===== config.mk =====
export PLATFORM = sky130hd
export DESIGN_NAME = fixed_capacity_multiset
export DESIGN_NICKNAME = d
export VERILOG_FILES = /design/src/rtl/fcm_pkg.sv /design/src/rtl/fcm_cell.sv /design/src/rtl/fixed_capacity_multiset.sv
export SDC_FILE = /design/constraint.sdc
export NUM_CORES = 2
export LEC_CHECK = 0
export BUFFER_PORTS_ARGS = -buffer_cell sky130_fd_sc_hd__buf_2
export CAP_MARGIN = 10
export CORE_ASPECT_RATIO = 0.6
export CORE_UTILIZATION = 55
export DETAILED_ROUTE_END_ITERATION = 6
export MAX_ROUTING_LAYER = met4
export PLACE_DENSITY = 0.71
export SYNTH_ARGS = -nofsm -noshare
export SYNTH_HDL_FRONTEND = slang
export SYNTH_SLANG_ARGS = --single-unit

===== constraint.sdc =====
create_clock -name clk -period 4.1 [get_ports clk]
set_clock_uncertainty 0.1 [all_clocks]
set_input_delay 0.82 -clock clk [delete_from_list [all_inputs] [get_ports clk]]
set_output_delay 0.82 -clock clk [all_outputs]
set_load 0.01 [all_outputs]

===== src/rtl/fcm_pkg.sv =====
// ----------------------------------------------------------------------------
// fcm_pkg
// Shared types and constants for the fixed-capacity multiset.
// ----------------------------------------------------------------------------
package fcm_pkg;

  // Default configuration
  localparam int CAPACITY_DEF   = 16;
  localparam int ITEM_WIDTH_DEF = 32;

  // Port field widths
  localparam int ENTRY_W     = 32;
  localparam int FUNC_W      = 2;
  localparam int FIELD_W     = 5;   // frequency and size fields
  localparam int IN_TDATA_W  = 32;
  localparam int OUT_TDATA_W = 16;

  // Result field positions in the output tdata
  localparam int OUT_OK_B    = 0;
  localparam int OUT_FOUND_B = 1;
  localparam int OUT_FREQ_LO = 2;
  localparam int OUT_SIZE_LO = 7;
  localparam int OUT_EMPTY_B = 12;

  // Request operation codes
  typedef enum logic [FUNC_W-1:0] {
    OP_ADD    = 2'd0,
    OP_REMOVE = 2'd1,
    OP_CLEAR  = 2'd2,
    OP_QUERY  = 2'd3
  } op_t;

endpackage


===== src/rtl/fcm_cell.sv =====
// ----------------------------------------------------------------------------
// fcm_cell
// One slot of the bag: holds a stored word, compares it against the request
// token passing through and hands the updated token to the next cell.
// ----------------------------------------------------------------------------
module fcm_cell #(
  parameter int ITEM_WIDTH = fcm_pkg::ITEM_WIDTH_DEF,
  parameter int CNT_W      = 5,
  parameter int IDX_W      = 4,
  parameter int IDX        = 0
) (
  input  logic                  clk,
  input  logic                  rst,
  input  logic [CNT_W-1:0]      cnt,
  input  logic                  wr_en,
  input  logic [IDX_W-1:0]      wr_idx,
  input  logic [ITEM_WIDTH-1:0] wr_data,
  input  logic                  in_valid,
  input  logic [ITEM_WIDTH-1:0] in_val,
  input  logic [CNT_W-1:0]      in_freq,
  input  logic                  in_hit,
  input  logic [IDX_W-1:0]      in_first,
  input  logic [ITEM_WIDTH-1:0] in_last,
  output logic                  out_valid,
  output logic [ITEM_WIDTH-1:0] out_val,
  output logic [CNT_W-1:0]      out_freq,
  output logic                  out_hit,
  output logic [IDX_W-1:0]      out_first,
  output logic [ITEM_WIDTH-1:0] out_last
);

  localparam logic [CNT_W-1:0] IDX_C  = CNT_W'(IDX);
  localparam logic [CNT_W-1:0] NEXT_C = CNT_W'(IDX + 1);
  localparam logic [IDX_W-1:0] IDX_I  = IDX_W'(IDX);

  logic [ITEM_WIDTH-1:0] slot;
  logic                  match;

  // Only slots below the fill count take part
  assign match = (cnt > IDX_C) && (slot == in_val);

  always_ff @(posedge clk) begin
    if (wr_en && (wr_idx == IDX_I)) begin
      slot <= wr_data;
    end
  end

  always_ff @(posedge clk) begin
    if (rst) begin
      out_valid <= 1'b0;
    end else begin
      out_valid <= in_valid;
    end
  end

  always_ff @(posedge clk) begin
    if (in_valid) begin
      out_val   <= in_val;
      out_freq  <= in_freq + CNT_W'(match);
      out_hit   <= in_hit | match;
      out_first <= (match && !in_hit) ? IDX_I : in_first;
      // pick up the last stored word on the way past
      out_last  <= (cnt == NEXT_C) ? slot : in_last;
    end
  end

endmodule


===== src/rtl/fixed_capacity_multiset.sv =====
// ----------------------------------------------------------------------------
// fixed_capacity_multiset
// Bag of up to CAPACITY words built as a row of slot cells. A request token
// walks the row, counting copies of the entry, noting the first match and
// the last stored word; the controller then applies add, remove or clear.
// ----------------------------------------------------------------------------
//
//  channel   dir  signals                   payload
//  --------  ---  ------------------------  --------------------------------
//  request   in   s_tvalid/s_tready         s_tdata: entry; s_tuser: func
//  result    out  m_tvalid/m_tready         m_tdata: ok, found, frequency,
//                                           size, empty_res
//
//  A result is loaded once its request has walked the row: the token crosses
//  one cell per cycle (the accepting edge loads the first), the tail is seen
//  in S_SWEEP, which then moves to S_FIN, and the update commits from S_FIN.
//  One request is in flight at a time; s_tready is high only while idle, so
//  a new request is taken only after the previous one has committed.
//  A result waiting on m_tready does not block the next request, but the
//  commit of that next request holds until the output register is free.
//  Reset (rst, synchronous) empties the bag; slot contents are not cleared.
//
module fixed_capacity_multiset #(
  parameter int CAPACITY   = fcm_pkg::CAPACITY_DEF,
  parameter int ITEM_WIDTH = fcm_pkg::ITEM_WIDTH_DEF
) (
  input  logic                             clk,
  input  logic                             rst,
  input  logic                             s_tvalid,
  output logic                             s_tready,
  input  logic [fcm_pkg::IN_TDATA_W-1:0]   s_tdata,   // [31:0] entry
  input  logic [fcm_pkg::FUNC_W-1:0]       s_tuser,   // [1:0] func
  output logic                             m_tvalid,
  input  logic                             m_tready,
  // [0] ok, [1] found, [6:2] frequency, [11:7] size, [12] empty_res, [15:13] 0
  output logic [fcm_pkg::OUT_TDATA_W-1:0]  m_tdata
);

  localparam int CNT_W = $clog2(CAPACITY + 1);
  localparam int IDX_W = (CAPACITY > 1) ? $clog2(CAPACITY) : 1;
  localparam logic [CNT_W-1:0] CAP_C = CNT_W'(CAPACITY);
  localparam logic [CNT_W-1:0] ONE_C = CNT_W'(1);

  typedef enum logic [2:0] {
    S_IDLE  = 3'b001,
    S_SWEEP = 3'b010,
    S_FIN   = 3'b100
  } state_t;

  state_t state, state_next;

  logic [CNT_W-1:0]      count;
  fcm_pkg::op_t          op;
  logic                  accept;
  logic [63:0]           entry_ext;

  // Token chain: position k feeds cell k, position CAPACITY is the tail
  logic                  tok_valid [0:CAPACITY];
  logic [ITEM_WIDTH-1:0] tok_val   [0:CAPACITY];
  logic [CNT_W-1:0]      tok_freq  [0:CAPACITY];
  logic                  tok_hit   [0:CAPACITY];
  logic [IDX_W-1:0]      tok_first [0:CAPACITY];
  logic [ITEM_WIDTH-1:0] tok_last  [0:CAPACITY];

  logic                  wr_en;
  logic [IDX_W-1:0]      wr_idx;
  logic [ITEM_WIDTH-1:0] wr_data;

  logic                  commit;
  logic                  res_ok;
  logic [CNT_W-1:0]      count_next;
  logic [CNT_W+4:0]      freq_ext;
  logic [CNT_W+4:0]      size_ext;

  assign s_tready  = (state == S_IDLE);
  assign accept    = s_tvalid && s_tready;
  assign entry_ext = {32'b0, s_tdata};

  // Inject a fresh token at the head of the row
  assign tok_valid[0] = accept;
  assign tok_val[0]   = entry_ext[ITEM_WIDTH-1:0];
  assign tok_freq[0]  = '0;
  assign tok_hit[0]   = 1'b0;
  assign tok_first[0] = '0;
  assign tok_last[0]  = '0;

  for (genvar k = 0; k < CAPACITY; k++) begin : g_cell
    fcm_cell #(
      .ITEM_WIDTH (ITEM_WIDTH),
      .CNT_W      (CNT_W),
      .IDX_W      (IDX_W),
      .IDX        (k)
    ) u_cell (
      .clk       (clk),
      .rst       (rst),
      .cnt       (count),
      .wr_en     (wr_en),
      .wr_idx    (wr_idx),
      .wr_data   (wr_data),
      .in_valid  (tok_valid[k]),
      .in_val    (tok_val[k]),
      .in_freq   (tok_freq[k]),
      .in_hit    (tok_hit[k]),
      .in_first  (tok_first[k]),
      .in_last   (tok_last[k]),
      .out_valid (tok_valid[k+1]),
      .out_val   (tok_val[k+1]),
      .out_freq  (tok_freq[k+1]),
      .out_hit   (tok_hit[k+1]),
      .out_first (tok_first[k+1]),
      .out_last  (tok_last[k+1])
    );
  end

  // Hold the operation for the commit step
  always_ff @(posedge clk) begin
    if (accept) begin
      op <= fcm_pkg::op_t'(s_tuser);
    end
  end

  // Commit once the tail token has settled and the output register is free
  assign commit = (state == S_FIN) && (!m_tvalid || m_tready);

  always_comb begin
    state_next = state;
    case (state)
      S_IDLE:  if (accept) state_next = S_SWEEP;
      S_SWEEP: if (tok_valid[CAPACITY]) state_next = S_FIN;
      S_FIN:   if (commit) state_next = S_IDLE;
      default: state_next = S_IDLE;
    endcase
  end

  // Work out the update from the tail token
  always_comb begin
    res_ok     = 1'b1;
    count_next = count;
    wr_en      = 1'b0;
    wr_idx     = count[IDX_W-1:0];
    wr_data    = tok_val[CAPACITY];
    case (op)
      fcm_pkg::OP_ADD: begin
        if (count < CAP_C) begin
          count_next = count + ONE_C;
          wr_en      = commit;
        end else begin
          res_ok = 1'b0;
        end
      end
      fcm_pkg::OP_REMOVE: begin
        // move the last stored word into the first matching slot
        if (tok_hit[CAPACITY]) begin
          count_next = count - ONE_C;
          wr_en      = commit;
          wr_idx     = tok_first[CAPACITY];
          wr_data    = tok_last[CAPACITY];
        end else begin
          res_ok = 1'b0;
        end
      end
      fcm_pkg::OP_CLEAR: count_next = '0;
      fcm_pkg::OP_QUERY: count_next = count;
      default:           count_next = count;
    endcase
  end

  assign freq_ext = {5'b0, tok_freq[CAPACITY]};
  assign size_ext = {5'b0, count_next};

  always_ff @(posedge clk) begin
    if (rst) begin
      state    <= S_IDLE;
      count    <= '0;
      m_tvalid <= 1'b0;
    end else begin
      state <= state_next;
      if (commit) begin
        count    <= count_next;
        m_tvalid <= 1'b1;
      end else if (m_tready) begin
        m_tvalid <= 1'b0;
      end
    end
  end

  always_ff @(posedge clk) begin
    if (commit) begin
      m_tdata <= {3'b0,
                  (count_next == '0),
                  size_ext[fcm_pkg::FIELD_W-1:0],
                  freq_ext[fcm_pkg::FIELD_W-1:0],
                  tok_hit[CAPACITY],
                  res_ok};
    end
  end

endmodule


# Word-level counts from Yosys, hierarchy flattened
# Cells that the tools add are included.
dict set report totals {
  ff_bits 1716
  latch_bits 0
  mem_bits_rw 0
  rom_bits 0
  inputBits 38
  output_inout_bits 18
  elab_cells 325
  mem_count 0
}
dict set report classes {
  addsub 17
  mul 0
  div 0
  magnitude_cmp 17
  n_eq_ne 56
  shifts 0
  muxes 34
  bitwise_logic 15
  n_reduce_logical 71
}
# op count
set op_table {}
lappend op_table {{32-bit 2-to-1 mux} 17}
lappend op_table {{32-bit == test} 16}
lappend op_table {{5-bit by 1-bit adder with 5-bit output} 14}
lappend op_table {{1-bit logical AND} 49}
lappend op_table {{5-bit by 4-bit == test with 1-bit output (second input constant)} 8}
lappend op_table {{5-bit by 4-bit greater-than comparator with 1-bit output (second input constant)} 8}
lappend op_table {{4-bit == test (second input constant)} 8}
lappend op_table {{5-bit by 3-bit == test with 1-bit output (second input constant)} 4}
lappend op_table {{5-bit by 3-bit greater-than comparator with 1-bit output (second input constant)} 4}
lappend op_table {{5-bit one-hot mux with 4 select lines} 1}
lappend op_table {{4-bit by 3-bit == test with 1-bit output (second input constant)} 4}
lappend op_table {{1-bit logical NOT} 16}
lappend op_table {{1-bit OR} 15}
lappend op_table {{5-bit by 2-bit == test with 1-bit output (second input constant)} 2}
lappend op_table {{5-bit by 1-bit greater-than comparator with 1-bit output (second input constant)} 2}
lappend op_table {{5-bit by 2-bit greater-than comparator with 1-bit output (second input constant)} 2}
lappend op_table {{5-bit 2-to-1 mux} 2}
lappend op_table {{3-bit 2-to-1 mux} 3}
lappend op_table {{3-bit one-hot mux with 3 select lines} 1}
lappend op_table {{4-bit by 2-bit == test with 1-bit output (second input constant)} 2}
lappend op_table {{4-bit 2-to-1 mux} 2}
lappend op_table {{1-bit 2-to-1 mux} 6}
lappend op_table {{5-bit by 1-bit adder with 5-bit output (second input constant)} 1}
lappend op_table {{5-bit by 1-bit == test with 1-bit output (second input constant)} 1}
lappend op_table {{other kinds (19)} 22}

# Logic depth before layout (Yosys ltp)
dict set report logic_depth {
  depth_word 6
  mapped_depth 13
}

# Cells and area by module
# From an unflattened synthesis, not the netlist that was laid out.
dict set report hier_totals {
  cells_unflattened 3611
  area_unflattened_um2 67822.5
}
# mod n_inst cells_per_inst area_each_um2 seq_area_each_um2
set modules_own_cells {}
lappend modules_own_cells {{fcm_cell (g_cell[9].u_cell)} 1 219 4264.1 3203.1}
lappend modules_own_cells {{fcm_cell (g_cell[0].u_cell)} 1 209 4251.6 3203.1}
lappend modules_own_cells {{fcm_cell (g_cell[8].u_cell)} 1 219 4226.6 3203.1}
lappend modules_own_cells {{fcm_cell (g_cell[15].u_cell)} 1 229 4204.0 3203.1}
lappend modules_own_cells {{fcm_cell (g_cell[5].u_cell)} 1 214 4142.7 3203.1}
lappend modules_own_cells {{fcm_cell (g_cell[11].u_cell)} 1 215 4136.5 3203.1}
lappend modules_own_cells {{fcm_cell (g_cell[2].u_cell)} 1 209 4120.2 3203.1}
lappend modules_own_cells {{fcm_cell (g_cell[6].u_cell)} 1 208 4116.4 3203.1}
lappend modules_own_cells {{fcm_cell (g_cell[10].u_cell)} 1 207 4106.4 3203.1}
lappend modules_own_cells {{fcm_cell (g_cell[13].u_cell)} 1 208 4106.4 3203.1}
lappend modules_own_cells {{fcm_cell (g_cell[3].u_cell)} 1 209 4102.7 3203.1}
lappend modules_own_cells {{fcm_cell (g_cell[1].u_cell)} 1 212 4096.4 3203.1}
lappend modules_own_cells {{fcm_cell (g_cell[7].u_cell)} 1 207 4095.2 3203.1}
lappend modules_own_cells {{fcm_cell (g_cell[14].u_cell)} 1 211 4093.9 3203.1}
lappend modules_own_cells {{+3 rows} - - - -}

# Worst setup path before layout
# OpenSTA, ideal clock, no wires.
dict set report synth_path {
  path_type {input to register}
  startpoint {in m_tready}
  endpoint {reg g_cell[1].u_cell.slot[0] (enable)}
  t_arrival_ns 3.087
  required_ns 3.579
  setup_slack_ns 0.491
  cell_stages 6
  cell_sequence {nand2b_1 -> nand2b_1 -> clkbuf_1 -> nor3_1 -> o21ai_0 -> nor2_1}
}
dict set report synth_between {
  elab_chain_len 5
  word_cells_on_any_way 6
  classes_between {3 x mux; 3 x reduce/logical}
}
# item line_no
set synth_rtl {}
lappend synth_rtl {{from (decl)} fixed_capacity_multiset.sv:34} ;# input logic m_tready,
lappend synth_rtl {{1-bit logical OR (*)} fixed_capacity_multiset.sv:123} ;# assign commit = (state == S_FIN) && (!m_tvalid || m_tready);
lappend synth_rtl {{1-bit logical AND (*)} fixed_capacity_multiset.sv:123}
lappend synth_rtl {{1-bit 2-to-1 mux, on equally long branches} {fixed_capacity_multiset.sv:153, fixed_capacity_multiset.sv:144}}
lappend synth_rtl {{1-bit one-hot mux with 2 select lines (*)} fixed_capacity_multiset.sv:142} ;# case (op)
lappend synth_rtl {{1-bit logical AND (*)} fcm_cell.sv:43} ;# if (wr_en && (wr_idx == IDX_I)) begin
lappend synth_rtl {{to (signal assigned)} fcm_cell.sv:44} ;# slot <= wr_data;
lappend synth_rtl {{to (decl)} fcm_cell.sv:36} ;# logic [ITEM_WIDTH-1:0] slot;
# Every way passes the cells marked *; elsewhere a longest branch is shown, timed or not.
# A chain may end at the register's enable or synchronous reset.

# Worst setup path in the final report
dict set report layout_path {
  startpoint {reg count[3]}
  endpoint {reg g_cell[10].u_cell.out_freq[4], data pin}
}
dict set report layout_between {
  elab_chain_len 3
}
# item line_no
set layout_rtl {}
lappend layout_rtl {{from (decl)} fixed_capacity_multiset.sv:52} ;# logic [CNT_W-1:0] count;
lappend layout_rtl {{from (signal assigned)} fixed_capacity_multiset.sv:179} ;# count <= count_next;
lappend layout_rtl {{5-bit by 4-bit greater-than comparator with 1-bit output} fcm_cell.sv:40} ;# assign match = (cnt > IDX_C) && (slot == in_val);
lappend layout_rtl {{1-bit logical AND} fcm_cell.sv:40}
lappend layout_rtl {{5-bit by 1-bit adder with 5-bit output} fcm_cell.sv:59} ;# out_freq <= in_freq + CNT_W'(match);
lappend layout_rtl {{to (signal assigned)} fcm_cell.sv:59}
lappend layout_rtl {{to (decl)} fcm_cell.sv:26} ;# output logic [CNT_W-1:0] out_freq,
# No other way between the ends.

==> results.md <==
- Critical path type: flip-flop to flip-flop
- Routability Congestion: 0.9546
- First-pass GRT wire length: 226.7 mm
- Hold Crit Class: primary input to flip-flop
- CP Launch Type: flip-flop
- Detailed Route Iter0 Violations: 5167
- Post-layout util: 62.57%
- Post-route insts no fill: 5404
- Placed cell area: 0.06839 sq mm
- CORE AREA: 0.1174 sq mm
- Final period util: 89.68%
- Main synth FF type: edfxtp_1
- Cell Pwr Density: 465.1 mW/mm^2
- Final nets: 3766
- Worst stage delay on the critical path: 1.04 ns
- CTS Hold Bufs: 0
- Max cap viols: 0
- Avg Vias per Cell: 6.043
- # DRC: 0
- Setup TNS Final: 0 ns
- CP required: 4.53 ns
- Yosys warning count: 0
- Leakage: 23.85 nW
- Share of cells above drive strength 1: 23.92%
- CP delay by family, top: simple AND/OR/NAND/NOR gates
- 1st-pass router iterations: 6
- Max-slew violations: 0
- Final hold vios: 0
- Worst path bufs/invs: 0
- Rows: 97
- Initial antenna violation count: 13
- Die area: 0.1205 sq mm
- Post-route total power: 34.15 mW
- Synth top area share: 77.27%
- Largest net degree at the start of global routing: 76
- CTS sink cnt: 1710
- Final critical-path required period: 3.677 ns
- Most used cell, CP: ha_1
- TritonCTS buffer count: 150
- GR Overflow Total: 0
- Wirelength per Cell: 29.50 um
- Most numerous cell in the Yosys netlist: edfxtp_1
- Maximum vdd drop: 0.0004334 V
- EDFF count, synth: 1685
- Setup repair bufs after CTS: 0
- Crit-path max FO: 16
- Post-synth top cells: edfxtp_1 (1685), mux2_2 (479), xor2_1 (300)
- Cell area after synthesis: 0.06549 sq mm
- Register bit total from synthesis: 1710
- P&R area growth vs syn: 12.14%
- Fillers: 8070
- RSZ-0062 raised after global routing: false
- Fin area: 0.07344 sq mm
- Number of instances resized during post-cts repair: 0
- Yosys top cell by area: edfxtp_1
- Sequential area share after synthesis: 78.03%
- TritonCTS clock tree: yes
- WL final: 159.4 mm
- Final ANT Viol Nets: 0
- Syn Area/Cell: 18.88 sq um
- Ports: 56
- Total track usage: 27.69%
- Worst path cell trace: o22ai_1 -> nor4_1 -> nand4_1 -> nor2_1 -> ha_1 -> ha_1 -> nand3_1 -> xnor2_1
- Outcome: finished clean
- Synth area leaders: edfxtp_1 (77%), mux2_2 (8.2%), xor2_1 (4.0%)
- Max Clk Rate: 272.0 MHz
- Clk_lat worst skew: 0.79 ns
- Die Y: 269.3 um
- Max-slew headroom: 8.299%
- Number of global-route vias before repair: 30880
- Placed Cells: 5123
- Via count: 32660
- Slowest cell on crit path: nor4_1
- DP HPWL: 117.9 mm
- Worst Max-Slew Pin Slew: 1.358 ns
- Endpoints failing setup: 0
- Die Wd: 447.5 um
- FFs w/ async S/R, synth: 0%
- Library cells used by synthesis: 60
- Htree depth: 4
- Clock buffer depth: 3
- Clock transition at path regs: 0.07 ns
- IO Port Bufs: 52
- Clock root buffer: clkbuf_16
- CP endpoint kind: flip-flop
- CP arrival: 4.10 ns
- Mapped Cells: 3469
- Starting Density: 55.80%
[state kept, by name, indices dropped and copies added, names as in the netlist]
signal,count
count,5
g_cell.u_cell.out_first,49
g_cell.u_cell.out_freq,69
g_cell.u_cell.out_hit,16
g_cell.u_cell.out_last,512
g_cell.u_cell.out_val,512
g_cell.u_cell.out_valid,16
g_cell.u_cell.slot,512
m_tdata,13
m_tvalid,1
op,2
state,3
[worst paths after layout]
kind                            slack [ns]  cells after the start                             to                           from
worst max-delay path                  0.42                      8  g_cell[10].u_cell.out_freq[4]                       count[3]
worst min-delay path                  0.13                      1   g_cell[0].u_cell.out_val[15]                    s_tdata[15]
worst max register to register        0.42                      8  g_cell[10].u_cell.out_freq[4]                       count[3]
worst min register to register        0.34                      0                     m_tdata[2]  g_cell[15].u_cell.out_freq[0]
[metal layers]
metal / up-vias / GRT usage (%) / share of wire [%]
met2: 1914 / 30.28 / 36
met1: 16820 / 46.71 / 47
met3: 151 / 10.95 / 16
met4: 0 / 4.840 / 1.1
met5: - / - / 0
li1: 13770 / - / -
[area by class of cell]
class,instances,area [sq um],share of cell area (%)
diodes,3,7.507,0.01022
clock buffers,187,4063,5.532
clock inverters,90,967.2,1.317
inverters,17,63.81,0.08689
multi-input cells,1660,14130,19.24
flip-flops and latches,1710,51130,69.63
well taps,1584,1982,2.699
repair buffers,153,1094,1.489
[power breakdown]
group	switching, mW	leakage [nW]	internal (mW)
Clock	6.35	2.43	8.21
Combinational	0.285	5.98	0.109
Sequential	0.0684	15.4	19.1
[stage by stage]
step                      worst slack, ns  hold slack (ns)
after global routing               0.3977           0.1170
after floorplan                    0.4914           0.3003
after detailed placement           0.5322           0.3366
after global placement             0.6406           0.3344
after CTS                          0.6147          0.08958
final                              0.4231           0.1347
[cell families after synthesis]
logic type / Yosys count / share of synthesized area (%)
flops: 1710 / 78.03
compound gates: 61 / 0.6687
other cells: 1 / 0.005726
simple gates: 537 / 4.465
mux: 480 / 8.254
buf+inv: 101 / 0.6267
xor+xnor: 543 / 7.262
fa+ha+maj: 36 / 0.6878
[worst reg2reg max path: cells and delay by family, from the launching register on]
kind | cells | cell delay [ns]
fa+ha+maj | 2 | 0.44
flops | 1 | 0.77
compound gates | 1 | 0.15
simple gates | 4 | 1.84
xor+xnor | 1 | 0.13
[cell usage in the layout, fill, tap and decap left out, types with 5 or more instances in the layout]
| cell | n |
|---|---|
| a21oi_1 | 6 |
| and2_1 | 13 |
| and3_1 | 39 |
| and4_1 | 5 |
| buf_12 | 6 |
| buf_2 | 52 |
| buf_4 | 95 |
| bufinv_16 | 18 |
| clkbuf_1 | 29 |
| clkbuf_16 | 158 |
| clkinv_1 | 29 |
| clkinv_2 | 21 |
| clkinvlp_4 | 11 |
| dfxtp_1 | 10 |
| dfxtp_2 | 9 |
| dfxtp_4 | 6 |
| edfxtp_1 | 1685 |
| ha_1 | 36 |
| inv_1 | 17 |
| mux2_2 | 479 |
| nand2_1 | 120 |
| nand2b_1 | 19 |
| nand3_1 | 39 |
| nand4_1 | 66 |
| nor2_1 | 31 |
| nor2_2 | 7 |
| nor2_4 | 9 |
| nor2b_1 | 27 |
| nor3_1 | 21 |
| nor3b_1 | 8 |
| nor4_1 | 82 |
| o21ai_0 | 9 |
| o21bai_1 | 9 |
| or2_2 | 19 |
| or4_1 | 6 |
| xnor2_1 | 243 |
| xor2_1 | 300 |
(Power assumes the default switching activity.)
